`src/sv/chm_ram.sv`:
```
// Generic single-port-write, single-port-read RAM with registered read data.
module chm_ram #(
	parameter int WIDTH = 8,
	parameter int DEPTH = 16,
	localparam int AW = (DEPTH > 1) ? $clog2(DEPTH) : 1
) (
	input  logic             clk,
	input  logic             we,
	input  logic [AW-1:0]    waddr,
	input  logic [WIDTH-1:0] wdata,
	input  logic [AW-1:0]    raddr,
	output logic [WIDTH-1:0] rdata
);

	logic [WIDTH-1:0] mem [DEPTH];

	always_ff @(posedge clk) begin
		if (we) begin
			mem[waddr] <= wdata;
		end
		rdata <= mem[raddr];
	end

endmodule

```
`config.mk`:
```
export PLATFORM = sky130hd
export DESIGN_NAME = chm_ram
export DESIGN_NICKNAME = d
export VERILOG_FILES = /design/src/sv/chm_ram.sv
export SDC_FILE = /design/constraint.sdc
export NUM_CORES = 1
export LEC_CHECK = 0
export BUFFER_PORTS_ARGS = -buffer_cell sky130_fd_sc_hd__buf_2
export CAP_MARGIN = 20
export CORE_ASPECT_RATIO = 1.25
export CORE_MARGIN = 4
export CORE_UTILIZATION = 40
export DETAILED_ROUTE_END_ITERATION = 6
export PLACE_DENSITY_LB_ADDON = 0.05
export SLEW_MARGIN = 0
export SYNTH_ARGS = -nofsm -noshare
export SYNTH_HDL_FRONTEND = slang
export SYNTH_SLANG_ARGS = --single-unit
export TNS_END_PERCENT = 20
```
`constraint.sdc`:
```
create_clock -name clk -period 2.05 [get_ports clk]
set_input_delay 0.3075 -clock clk [delete_from_list [all_inputs] [get_ports clk]]
set_output_delay 0.3075 -clock clk [all_outputs]
set_load 0.05 [all_outputs]
```
== Yosys cells after proc, flatten, opt, wreduce, memory -nomap -nowiden ==
Memories as Yosys holds them, arrays and structs flattened. A register that Yosys moved wholly into a read port is not among the register bits.
Cells that the tools add are included.

* Bits of input ports: 18
* Memories: 1
* Memory bits (writable): 128
* Flip-flop bits (word level): 0

{| class="wikitable"
|+ Memories
! memory !! words !! bits a word !! rd ports !! clocked after Yosys merged registers in !! write ports !! line !! source
|-
| mem || 16 || 8 || 1 || 1 || 1 || 15 || <nowiki>logic [WIDTH-1:0] mem [DEPTH];</nowiki>
|}

* Mux-type cells: 2

{| class="wikitable"
|+ Operators by type and width
! cell !! count
|-
| 1-bit two-way mux || 2
|}

== Logic depth before layout (Yosys ltp) ==
Gate-level depths: netlist (run 1).

* Depth after elaboration: 2
* Gate-level depth with buffers: 5
* Gate-level depth less buffers: 3

== Worst setup path after synthesis (run 1) ==
No wires, ideal clock.

* Path kind: input -> register
* From: in waddr[2]
* To: mem mem[0][0], enable pin
* Data required time: 1667 ps
* Stages: 2
* Buffers on the path: 0
* Path slack: 250 ps
* Arrival time: 1417 ps
* Cells stage by stage: or3b_2 -> nor3_1

{| class="wikitable"
|+ RTL lines
! element !! line !! source
|-
| from (decl) || 9 || <nowiki>input logic [AW-1:0] waddr,</nowiki>
|-
| to (decl) || 15 ||
|}

No word-level cell before the write port.

==> results.toml, run 1 <==
[drt]
drt_iter0_drc = 108
dr.pass1.iters = 4
wl_mm = 10.8
drc = 0
vias = 2416
routed_via_density = 5.15
wl_per_cell_um = 23.1
ant_nets = 0

[critical_path]
crit_type = "primary input to flip-flop"
cp.arrival_ns = 1.64
start_kind = "primary input"
rr_startpoint = "mem[10][4]$_DFFE_PP_"
reg2reg_to = "rdata[4]$_DFF_P_"
rr_worst_depth = 3
worst-path-max-fanout = 21
worstPathRequired_ns = 2.33
end_kind = "flip-flop"
r2r_slack_ns = 0.69

[power]
power.share.switching = 0.202
power_frac_seq = 0.475
vdd_drop_max_uv = 486
total_power_mw = 6.59
power_frac_clock = 0.469
switchingPower_mw = 1.33
internal-power_mw = 5.25
power.leakage_nw = 2.12
power_density_mw_per_mm2 = 1060
combPwrFrac = 0.055

[outcome]
status = "finished, final reports clean"

[timing]
rsz0062_at_grt = "no"
setup_ws_ns = 0.693
maxSlewViolCount = 0
whs_ns = 0.283
fin_crit_ns = 1.36
skew_ns = 0.0102
period_share = 0.662
hold_viol_final = 0
slew_headroom = 0.696
fmax_mhz = 737
tightest_slew_ns = 0.456
finalSetupTns_ns = 0
final-setup-viol-count = 0

[die]
die_w_um = 109
start_util = 0.407
ioPinCount = 26
die_area_mm2 = 0.0148
num_rows = 46
core_area_mm2 = 0.0127
die_height_um = 135

[cells_and_area]
drive_above_1_share = 0.326
multiInputGateArea_mm2 = 0.00106
n_antenna_cell = 0
nets = 306
final_util = 0.492
regArea_mm2 = 0.00400
fillers = 1056
final_common_cell = "edfxtp_1"
final_cell_mix = "128 x edfxtp_1, 25 x buf_2, 22 x buf_4, 18 x mux4_2, 17 x clkbuf_16"
area_growth_pct = 21.1

[synthesis]
synth_top_flop_cell = "edfxtp_1"
syn_area_per_cell_um2 = 22.5
netlist_instances = 229
yosys.area_share.simple = 0.0318
yosysTopAreaCellShare = 0.747
yosys_warnings = 0
yosys-top-cells-area = "edfxtp_1 75%, mux4_2 7.9%, mux4_1 7.1%"
synth_compound_area_frac = 0.0233
synthMuxAreaShare = 0.150
synth_top_family_by_area = "multiplexers"
syn-num-nets = 247
ys_seq_area_frac = 0.778
async_flop_share = 0
ys_types = 19
netlist_area_mm2 = 0.00515
synth_edf_count = 128
synth_top_area_cell = "edfxtp_1"
synthXorXnorAreaFrac = 0
ys_seq_elements = 136
yosys.area_share.adder = 0

[worst_hold_path]
hp-start = "wdata[0]"
holdPathEnd = "mem[4][0]$_DFFE_PP_"
min_delay_path_depth = 1
hp-class = "primary input to flip-flop"

[clock_tree]
clkTransAtPathRegs_ns = 0.06
cts_sinks = 136
ctsHtreeMaxLevel = 4
ctsResizeCount = 0
clk_path_buf_depth = 2
cts_tree = "yes"
holdBufCountCts = 0
numCtsBuffers = 17
post-cts-setup-buffers = 0
cts_root_buf = "clkbuf_16"
clk_latency_ns = 0.41

[placed_design]
hpwl_mm = 7.16
place_ws_ns = 0.264
gp_congestion = 0.731
port_buffers = 25

[global_route]
overflow = 0
antenna_found_initial = 0
grt_util_all_layers = 0.161
grt_start_max_net_pins = 23
grt_pass1_vias = 2538
grt_pass1_wl_mm = 16.2

[job]
maxCapViolations = 0
-- per-layer routing --
layer	GRT usage	part of all wire	vias up
li1	-	-	1094
met1	0.216	0.43	1262
met2	0.254	0.52	53
met3	0.0421	0.035	7
met4	0.0603	0.0084	0
met5	0	0	-
-- logic make-up after synthesis --
kind of cell / count (synthesis)
AOI/OAI and AO/OA: 16
buffers and inverters: 10
DFF: 136
muxes: 32
and+or+nand+nor: 35
-- critical path, cell delays in order --
cell and delay, ns:
buf_2 0.14, buf_12 0.22, mux4_1 0.58, a22oi_1 0.31, nand2_1 0.08
-- flip-flops by register name, summed over array words and instances (netlist names) --
| signal | flops |
|---|---|
| rdata | 8 |
| mem | 128 |
-- metrics by stage --
stage	instances	cell area (um^2)
6_report	469	6230
3_3_place_gp	437	5620
2_1_floorplan	229	5150
3_5_place_dp	437	5620
4_1_cts	469	6230
5_1_grt	469	6230
-- area by class of cell --
class | instances | area share
tap | 168 | 0.0337
sequential | 136 | 0.643
clock buffer | 17 | 0.0683
timing repair buffer | 50 | 0.0562
clock inverter | 15 | 0.0295
multi-input combinational | 83 | 0.170
-- power groups by stage --
stage	Clock, mW	Sequential (mW)	Combinational [mW]
global route	3.27	3.13	0.392
detailed placement	0	3.19	0.374
floorplan	0	3.25	0.158
finish	3.09	3.13	0.365
CTS	3.16	3.13	0.375
global placement	0	3.19	0.370
-- how the worst max path moves through the flow --
stage	cells after the start	from	to
final	5	raddr[0]	rdata[4]$_DFF_P_
after CTS	1	rdata[2]$_DFF_P_	rdata[2]
after global routing	3	mem[9][2]$_DFFE_PP_	rdata[2]$_DFF_P_
after detailed placement	5	raddr[0]	rdata[4]$_DFF_P_
after floorplan	2	waddr[2]	mem[0][0]$_DFFE_PP_
after global placement	5	raddr[0]	rdata[4]$_DFF_P_
-- Yosys cell counts, types with 2 or more instances --
library cell	number
a22oi_1	16
nor2_1	13
clkdlybuf4s25_2	3
nand2_1	9
nand2b_1	2
buf_2	3
nor3_1	4
dfxtp_1	8
mux4_1	14
edfxtp_1	128
mux4_2	18
nand3b_1	2
buf_6	3
Power figures use the tool's default switching activity.
==> run 2, diff against run 1 <==
clock period = 1.1 ns   (was 2.05 ns; I/O delays follow)
==> run 2 against run 1 <==
Compared with the run above: the run now ends with setup timing left; global-route usage is 0.30 points lower; hold slack worse by 0.13 ns; sequential cell count unchanged; total power is 81% higher; clock power is 71% higher; first-iteration DRC count decreased by 7.4%.
==> results.toml, run 2 (same netlist as run 1, synthesis figures left out) <==
[placed_design]
place_ws_ns = -0.535
port_buffers = 25
gp_congestion = 0.706
hpwl_mm = 7.07

[die]
die_area_mm2 = 0.0148
die_height_um = 135
die_w_um = 109
core_area_mm2 = 0.0127
ioPinCount = 26
start_util = 0.407
num_rows = 46

[timing]
fmax_mhz = 761
period_share = 1.19
fin_crit_ns = 1.31
maxSlewViolCount = 0
final-setup-viol-count = 8
hold_viol_final = 0
rsz0062_at_grt = "yes"
tightest_slew_ns = 0.990
slew_headroom = 0.338
setup_ws_ns = -0.214
skew_ns = 0.00595

[clock_tree]
clk_latency_ns = 0.40
cts_sinks = 136
holdBufCountCts = 0
ctsHtreeMaxLevel = 4
cts_root_buf = "clkbuf_16"
cts_tree = "yes"
numCtsBuffers = 17
post-cts-setup-buffers = 0
clk_path_buf_depth = 2
clkTransAtPathRegs_ns = 0.05

[worst_hold_path]
hp-class = "primary input to flip-flop"

[outcome]
status = "complete, but fails checks"
violations = "setup timing"

[cells_and_area]
final_common_cell = "edfxtp_1"
regMostFlops = "mem"
final_cell_mix = "128 x edfxtp_1, 34 x buf_4, 30 x mux4_2, 17 x clkbuf_16, 17 x buf_2"
nets = 321
final_util = 0.507
area_growth_pct = 24.8
largest_register_ffs = 128
multiInputGateArea_mm2 = 0.00108
regArea_mm2 = 0.00401
n_antenna_cell = 0
drive_above_1_share = 0.440
fillers = 1074
reg_top3 = "mem: 128 flops, rdata: 8 flops"

[drt]
routed_via_density = 5.04
wl_mm = 10.4
drt_iter0_drc = 100
vias = 2437
dr.pass1.iters = 4
ant_nets = 0
wl_per_cell_um = 21.4
drc = 0

[critical_path]
worstPathRequired_ns = 1.38
worst-path-max-fanout = 1
cp.arrival_ns = 1.59
end_kind = "flip-flop"
crit_type = "flip-flop to flip-flop"
start_kind = "flip-flop"

[power]
vdd_drop_max_uv = 896
power_density_mw_per_mm2 = 1860
power.leakage_nw = 2.18

[global_route]
grt_pass1_vias = 2663
antenna_found_initial = 0
grt_start_max_net_pins = 17
overflow = 0
grt_util_all_layers = 0.158
grt_pass1_wl_mm = 16.1

[job]
maxCapViolations = 0
==> run 2: layer usage <==
metal | global-route usage | part of all wire | up-vias
met4 | 0.0520 | 0.011 | 0
met5 | 0 | 0 | -
met2 | 0.249 | 0.51 | 43
met1 | 0.215 | 0.45 | 1274
li1 | - | - | 1113
met3 | 0.0421 | 0.027 | 7
==> run 2: power by group <==
part           leakage (nW)  internal [mW]  switching, mW
Combinational         0.682          0.347          0.455
Sequential             1.22           5.80         0.0432
Clock                 0.276           3.41           1.87
Total                  2.18           9.56           2.37
==> run 2: path summary, 6_finish.rpt <==
path,start,to,slack [ns],cells after the start
worst max register to register,mem[2][0]$_DFFE_PP_,rdata[0]$_DFF_P_,-0.21,3
worst min register to register,mem[4][2]$_DFFE_PP_,rdata[2]$_DFF_P_,0.67,3
worst max-delay path,mem[2][0]$_DFFE_PP_,rdata[0]$_DFF_P_,-0.21,3
worst min-delay path,wdata[1],mem[5][1]$_DFFE_PP_,0.15,1
==> run 2: repair_timing <==
| action | 4_1_cts | 5_1_grt |
|---|---|---|
| endpoints found under the setup margin | 16 | 15 |
| resized for setup | 23 | 10 |
| endpoints found under the hold margin | 0 | 0 |
| pin swaps | 3 | 2 |
==> run 2: worst max-delay path: stages, from the launching register on <==
cell and delay, ns:
edfxtp_1 0.36, mux4_2 0.49, a22oi_2 0.23, nand2_1 0.10
==> run 2: cell type report <==
cell class                      instances  area share
Sequential cell                       136       0.624
Multi-Input combinational cell         83       0.169
Timing Repair Buffer                   65      0.0869
Clock buffer                           29      0.0810
Tap cell                              168      0.0327
Clock inverter                          3     0.00623
==> run 2: stage by stage <==
stage               hold slack [ns]  power (mW)  setup TNS, ns  area, um^2  instances
finish                        0.151        11.9          -1.19        6420        484
global route                  0.143        12.3          -1.72        6420        484
CTS                           0.137        12.0          -1.31        6400        484
detailed placement            0.569        6.68         -30.72        5770        452
global placement              0.562        6.68         -29.83        5770        452
floorplan                     0.264        6.36          -7.47        5160        229
