### src/sv/chm_pkg.sv
// Shared types and constants of the chained hash map core.
package chm_pkg;

	localparam int KEY_W = 64;
	localparam int VAL_W = 32;
	localparam int ST_W  = 3;

	typedef enum logic [ST_W-1:0] {
		ST_INSERTED = 3'd0,
		ST_PRESENT  = 3'd1,
		ST_HIT      = 3'd2,
		ST_MISS     = 3'd3,
		ST_FULL     = 3'd4
	} status_t;

	typedef enum logic {
		OP_INSERT = 1'b0,
		OP_LOOKUP = 1'b1
	} op_t;

	// main sequencer
	typedef enum logic [2:0] {
		S_CLEAR,
		S_IDLE,
		S_HASH,
		S_HEADW,
		S_WALK,
		S_DECIDE,
		S_LINK,
		S_RESP
	} state_t;

	// hash unit
	typedef enum logic [2:0] {
		H_IDLE,
		H_BYTE,
		H_FOLD,
		H_MOD,
		H_DONE
	} hstate_t;

endpackage

### src/sv/chm_hash.sv
// Times-33 key hash, one byte per cycle, then fold and bucket reduction.
module chm_hash #(
	parameter int KEY_BYTES = 8,
	parameter int BUCKETS   = 256,
	localparam int KB = 8 * KEY_BYTES,
	localparam int BW = (BUCKETS > 1) ? $clog2(BUCKETS) : 1
) (
	input  logic          clk,
	input  logic          arst_n,
	input  logic          start,
	input  logic [KB-1:0] key,
	output logic          done,
	output logic [BW-1:0] bucket
);
	import chm_pkg::*;

	localparam int CW = (KEY_BYTES > 1) ? $clog2(KEY_BYTES) : 1;
	localparam bit IS_POW2 = ((BUCKETS & (BUCKETS - 1)) == 0);
	localparam logic [BW:0] BKT = (BW + 1)'(BUCKETS);
	localparam logic [CW-1:0] LAST = CW'(KEY_BYTES - 1);

	hstate_t        st_q, st_d;
	logic [31:0]    h_q;
	logic [31:0]    h_byte;
	logic [KB-1:0]  key_q;
	logic [CW-1:0]  cnt_q;
	logic [2:0]     mcnt_q;
	logic [BW-1:0]  rem_q;
	logic [BW-1:0]  rem_d;

	assign h_byte = (h_q << 5) + h_q + {24'd0, key_q[7:0]};

	// four restoring remainder steps per cycle, hash MSB first
	always_comb begin
		logic [BW:0]   t;
		logic [BW-1:0] r;
		r = rem_q;
		t = '0;
		for (int i = 0; i < 4; i++) begin
			t = {r, h_q[31-i]};
			if (t >= BKT) begin
				t = t - BKT;
			end
			r = t[BW-1:0];
		end
		rem_d = r;
	end

	always_comb begin
		st_d = st_q;
		case (st_q)
			H_IDLE: if (start) st_d = H_BYTE;
			H_BYTE: if (cnt_q == LAST) st_d = H_FOLD;
			H_FOLD: st_d = IS_POW2 ? H_DONE : H_MOD;
			H_MOD:  if (mcnt_q == 3'd7) st_d = H_DONE;
			H_DONE: st_d = H_IDLE;
			default: st_d = H_IDLE;
		endcase
	end

	always_comb begin
		done   = (st_q == H_DONE);
		bucket = IS_POW2 ? h_q[BW-1:0] : rem_q;
	end

	always_ff @(posedge clk or negedge arst_n) begin
		if (!arst_n) begin
			st_q <= H_IDLE;
		end else begin
			st_q <= st_d;
		end
	end

	always_ff @(posedge clk) begin
		case (st_q)
			H_IDLE: begin
				if (start) begin
					key_q  <= key;
					h_q    <= '0;
					cnt_q  <= '0;
					mcnt_q <= '0;
					rem_q  <= '0;
				end
			end
			H_BYTE: begin
				h_q   <= h_byte;
				key_q <= key_q >> 8;
				cnt_q <= cnt_q + CW'(1);
			end
			H_FOLD: h_q <= h_q + (h_q >> 5);
			H_MOD: begin
				rem_q  <= rem_d;
				h_q    <= h_q << 4;
				mcnt_q <= mcnt_q + 3'd1;
			end
			default: ;
		endcase
	end

endmodule

### config.mk
export PLATFORM = sky130hd
export DESIGN_NAME = chm_hash
export DESIGN_NICKNAME = d
export VERILOG_FILES = /design/src/sv/chm_pkg.sv /design/src/sv/chm_hash.sv
export SDC_FILE = /design/constraint.sdc
export NUM_CORES = 1
export LEC_CHECK = 0
export BUFFER_PORTS_ARGS = -buffer_cell sky130_fd_sc_hd__buf_2
export CAP_MARGIN = 10
export CORE_UTILIZATION = 50
export CTS_BUF_LIST = sky130_fd_sc_hd__clkbuf_8
export DETAILED_ROUTE_END_ITERATION = 8
export GPL_ROUTABILITY_DRIVEN = 0
export GPL_TIMING_DRIVEN = 0
export PLACE_DENSITY = 0.71
export SLEW_MARGIN = 20
export SYNTH_ARGS = -nofsm -noshare
export SYNTH_HDL_FRONTEND = slang
export SYNTH_SLANG_ARGS = --single-unit
### constraint.sdc
create_clock -name clk -period 16.9 [get_ports clk]
set_clock_uncertainty 0.15 [all_clocks]
set_input_delay 1.69 -clock clk [delete_from_list [all_inputs] [get_ports clk]]
set_output_delay 1.69 -clock clk [all_outputs]
set_load 0.02 [all_outputs]
After elaboration in Yosys (flattened, before gate mapping)
Index checks and enable logic that the tools add are counted.

Logic and storage cells: 38. Bits in registers: 105.

Add/sub/neg operators: 5. Reduce and logical (&&, ||, !) cells: 8. Equality and inequality tests: 9. Muxes and demuxes: 11.

Operators with widths (number): 32-bit case mux with 4 select lines (1); 64-bit case mux with 2 select lines (1); 64-bit two-way mux (1); 32-bit by 27-bit adder with 32-bit output (1); 32-bit adder (1); 32-bit by 8-bit adder with 32-bit output (1); 32-bit two-way mux (1); 3-bit two-way mux (4); 3-bit case mux with 2 select lines (2); 3-bit case mux with 4 select lines (1); 3-bit == test, second input constant (3); 3-bit by 1-bit adder with 3-bit output, second input constant (2); 3-bit by 2-bit == test with 1-bit output, second input constant (2); 2-bit != test, second input constant (3); 2-bit AND reduction (3); 2-bit nonzero test (2); 4-bit nonzero test (1); 3-bit by 1-bit == test with 1-bit output, second input constant (1); 3-bit zero test (1); 3-bit AND reduction (1).

Logic depth before layout (Yosys ltp)
Depth after elaboration: 3. Gate-level depth with buffers: 12. Gate-level depth less buffers: 12.

Least setup slack after synthesis
Ideal clock, no wire load.

Kind: input -> register. Start point: input start. End point: register cnt_q[0] (enable). Stages: 2. Slack: 9.898 ns. Setup time: 0.574 ns. Arrival: 6.278 ns. Buffers on the path: 0. Data required time: 16.176 ns. Cells stage by stage: nor2_1 -> nor3_1.

Word-level cells in the longest chain between the ends: 2.

Ends and longest elaborated chain: from (decl) (RTL line chm_hash.sv:10) `input logic start,`; 2-bit != test (no line); 2-bit AND reduction (no line); to (signal assigned) (RTL line chm_hash.sv:88) `cnt_q <= cnt_q + CW'(1);`; to (decl) (RTL line chm_hash.sv:26) `logic [CW-1:0] cnt_q;`.

No other way between the ends. A chain may end at the register's enable or synchronous reset.

Worst setup path after layout
Start point: register h_q[6]. End point: register h_q[31] (data pin).

Word-level cells in the longest chain between the ends: 3. Elaborated cells on any way between the ends: 4. Those cells by class: 3 x add/sub; 1 x mux.

Ends and longest elaborated chain: from (decl) (RTL line chm_hash.sv:23) `logic [31:0] h_q;`; from (signal assigned) (RTL line chm_hash.sv:86) `h_q <= h_byte;`; from (signal assigned) (RTL line chm_hash.sv:90) `H_FOLD: h_q <= h_q + (h_q >> 5);`; from (signal assigned) (RTL line chm_hash.sv:93) `h_q <= h_q << 4;`; 32-bit adder (RTL line chm_hash.sv:31) `assign h_byte = (h_q << 5) + h_q + {24'd0, key_q[7:0]};`; 32-bit by 8-bit adder with 32-bit output (RTL line chm_hash.sv:31); 32-bit case mux with 4 select lines * (RTL line chm_hash.sv:75) `case (st_q)`.

Every way passes the cells marked *; elsewhere a longest branch is shown, timed or not.

==> results.py <==
metrics = {
    "sta": {
        "slew_headroom_pct": 51.3,
        "drv_slew": 0,
        "setup_tns_ps": 0,
        "rsz0062_at_grt": "no",
        "period_needed_ps": 4120,
        "setup_viol": 0,
        "period_share_pct": 24.4,
        "hold_violations": 0,
        "tightest_slew_ps": 727,
        "fmax_mhz": 243,
    },
    "cells_and_area": {
        "diodes": 0,
        "area_delta_synth_final_pct": 12.0,
        "layout.nets": 1077,
        "drive_gt1_share_pct": 13.8,
    },
    "synth": {
        "synth-seq-area-share_pct": 39.5,
        "synth-edff-count": 102,
        "ys_ff_latch": 105,
        "yosysWarnings": 0,
        "synthCells": 822,
        "ys.flop_type": "edfxtp_1",
        "async_reset_ff_share_pct": 2.86,
        "synth_area_per_cell_um2": 9.67,
        "synth.cell_area_mm2": 0.00795,
        "syn-num-nets": 983,
        "synth_top_cell_by_area": "edfxtp_1",
        "synth_top_area_share_pct": 38.5,
        "netlist_top_cells_area": "edfxtp_1 39%, ha_1 10%, nand2_1 10%, fa_1 7.1%, xnor2_1 3.0%",
        "yosysUniqueCellTypes": 64,
    },
    "clock_tree": {
        "insertion_delay_ps": 400,
        "cts_inserted_buffers": 9,
        "cts_setup_buffers": 0,
        "cts.sinks": 105,
        "cts_tree": "built",
        "clockBufferDepth": 2,
        "postCtsHoldBufs": 0,
        "clk_pin_slew_worst_paths_ps": 120,
        "cts_resized": 0,
        "ctsHtreeMaxLevel": 3,
        "cts-root-buf": "clkbuf_8",
    },
    "run": {
        "drv_cap": 0,
    },
    "global_route": {
        "grt_pass1_vias": 6336,
        "grt_antenna_before_repair": 0,
        "grt_pass1_wl_um": 32700,
        "grt_max_degree": 23,
        "grt_usage_pct": 26.4,
        "overflow": 0,
    },
    "worst_setup_path": {
        "critical_path_class": "reg -> reg",
        "cp.required_ps": 16910,
        "slowest_delay_ps": 640,
        "crit_path_end_kind": "register",
        "crit_fanout": 7,
        "arrival_ps": 4130,
        "crit_slowest_cell": "edfxtp_1",
        "cp-start-kind": "register",
        "crit_chain": "fa_1, ha_1, or4_1, o221ai_1, o21ai_1, a21oi_1, a31oi_1, nor2_1, nor4b_1, a311o_1",
    },
    "die": {
        "core_mm2": 0.0154,
        "pin_count": 76,
        "die_y_um": 128,
        "die_area_mm2": 0.0164,
        "die_x_um": 128,
        "placementRows": 45,
        "start_util_pct": 51.7,
    },
    "detailed_routing": {
        "drc": 0,
        "wirelength_um": 20500,
        "drtIter0Drc": 363,
        "viasPerCell": 5.67,
        "wl_per_cell_um": 18.1,
        "vias": 6422,
        "first_pass_iters": 5,
        "final_antenna_net_count": 0,
    },
    "hold_path": {
        "hold_class": "reg -> reg",
    },
    "placed_design": {
        "portBuffers": 75,
        "dpl.hpwl_um": 16000,
    },
    "status": {
        "status": "completed",
    },
}
## critical path: cells and delay by family, from the launching register on
| family | cells | cell delay, ps |
|---|---|---|
| adders and majority gates | 2 | 780 |
| and+or+nand+nor | 3 | 830 |
| DFF | 1 | 640 |
| AOI/OAI and AO/OA | 5 | 1480 |
## sequential cells by signal (all words and copies together), names as in the netlist
name    flops
st_q        3
key_q      64
mcnt_q      3
h_q        32
cnt_q       3
## cells in the mapped netlist (all sizes together) (2+ instances only)
master     n
a31o       4
o221ai     3
o21bai     7
or3        2
a31oi     14
o31ai      6
clkbuf    25
a21o      17
inv       19
and3       6
nand2b     9
o211a      2
a22o       2
nand3     10
nand2    211
o211ai     2
buf       13
fa        28
xor2      24
nor3      13
a221o      3
a21boi     2
o22ai      2
o21ai     45
a2111oi    2
a311o      2
nor2b      7
nand4      5
nor2      36
nor4b      2
nor4       3
ha        66
a311oi     2
a22oi     20
and2      14
xnor2     27
dfrtp      3
a211oi     8
o21a       8
a21oi     34
edfxtp   102
## final timing paths
| check | start | endpoint | slack [ps] | depth (start not counted) |
|---|---|---|---|---|
| max in group asynchronous | arst_n | st_q[1] | 15590 | 1 |
| setup reg to reg | h_q[6] | h_q[31] | 12780 | 10 |
| hold / removal | key_q[59] | key_q[51] | 370 | 2 |
| setup / recovery | h_q[6] | h_q[31] | 12780 | 10 |
| hold reg to reg | key_q[59] | key_q[51] | 370 | 2 |
| min in group asynchronous | arst_n | st_q[0] | 910 | 1 |
## cells by family (layout without fill, tap and decap cells)
group	Yosys count	count (layout)	synth area share (%)
AND/OR/NAND/NOR	323	323	17.5
AO/OA/AOI/OAI	191	191	16.8
flip-flops	105	105	39.5
adder cells (fa/ha/maj)	94	94	17.4
buffers and inverters	57	156	3.10
XOR/XNOR	51	51	5.62
multiplexers	1	1	0.126
## per-stage QoR
stage / setup slack, ps / std cells / instance area [um2] / hold WS [ps] / utilization [%]
2_1_floorplan: 9900 / 822 / 7950 / 334 / -
3_3_place_gp: 7570 / 1108 / 8590 / 337 / 55.9
3_5_place_dp: 12790 / 1116 / 8690 / 345 / 56.5
4_1_cts: 12790 / 1132 / 8910 / 372 / 57.9
5_1_grt: 12550 / 1132 / 8910 / 397 / 57.9
6_report: 12780 / 1132 / 8910 / 370 / 57.9
## per-layer routing
| layer | GRT usage (%) | vias up | share of wire, % |
|---|---|---|---|
| met5 | 0 | - | 0 |
| met4 | 11.8 | 0 | 3.4 |
| met3 | 5.43 | 47 | 6.4 |
| met2 | 42.6 | 219 | 47 |
| met1 | 34.3 | 3039 | 43 |
| li1 | - | 3117 | - |
## cells in the final DEF (no fill, tap or decap), types with 10 or more instances in the layout
master,Yosys,layout
a21o_1,17,17
a21oi_1,33,33
a22oi_1,20,20
a31oi_1,13,13
and2_1,14,14
buf_2,2,77
buf_4,8,13
clkbuf_1,25,25
edfxtp_1,102,102
fa_1,28,28
ha_1,66,66
inv_1,19,19
nand2_1,211,211
nand3_1,10,10
nor2_1,36,35
nor3_1,13,12
o21ai_0,43,43
xnor2_1,27,27
xor2_1,24,24
## final cells by class
type                            instances  area [um2]
Clock inverter                          7        93.8
Timing Repair Buffer                   83         463
Tap cell                              211         264
Sequential cell                       105        3140
Inverter                               19        71.3
Fill cell                            1373        6460
Buffer                                 38         175
Clock buffer                            9         124
Multi-Input combinational cell        660        4580
Power is left out: the tool's default activity adds up to more than one toggle a clock period on the data nets, which glitch-free logic cannot reach.
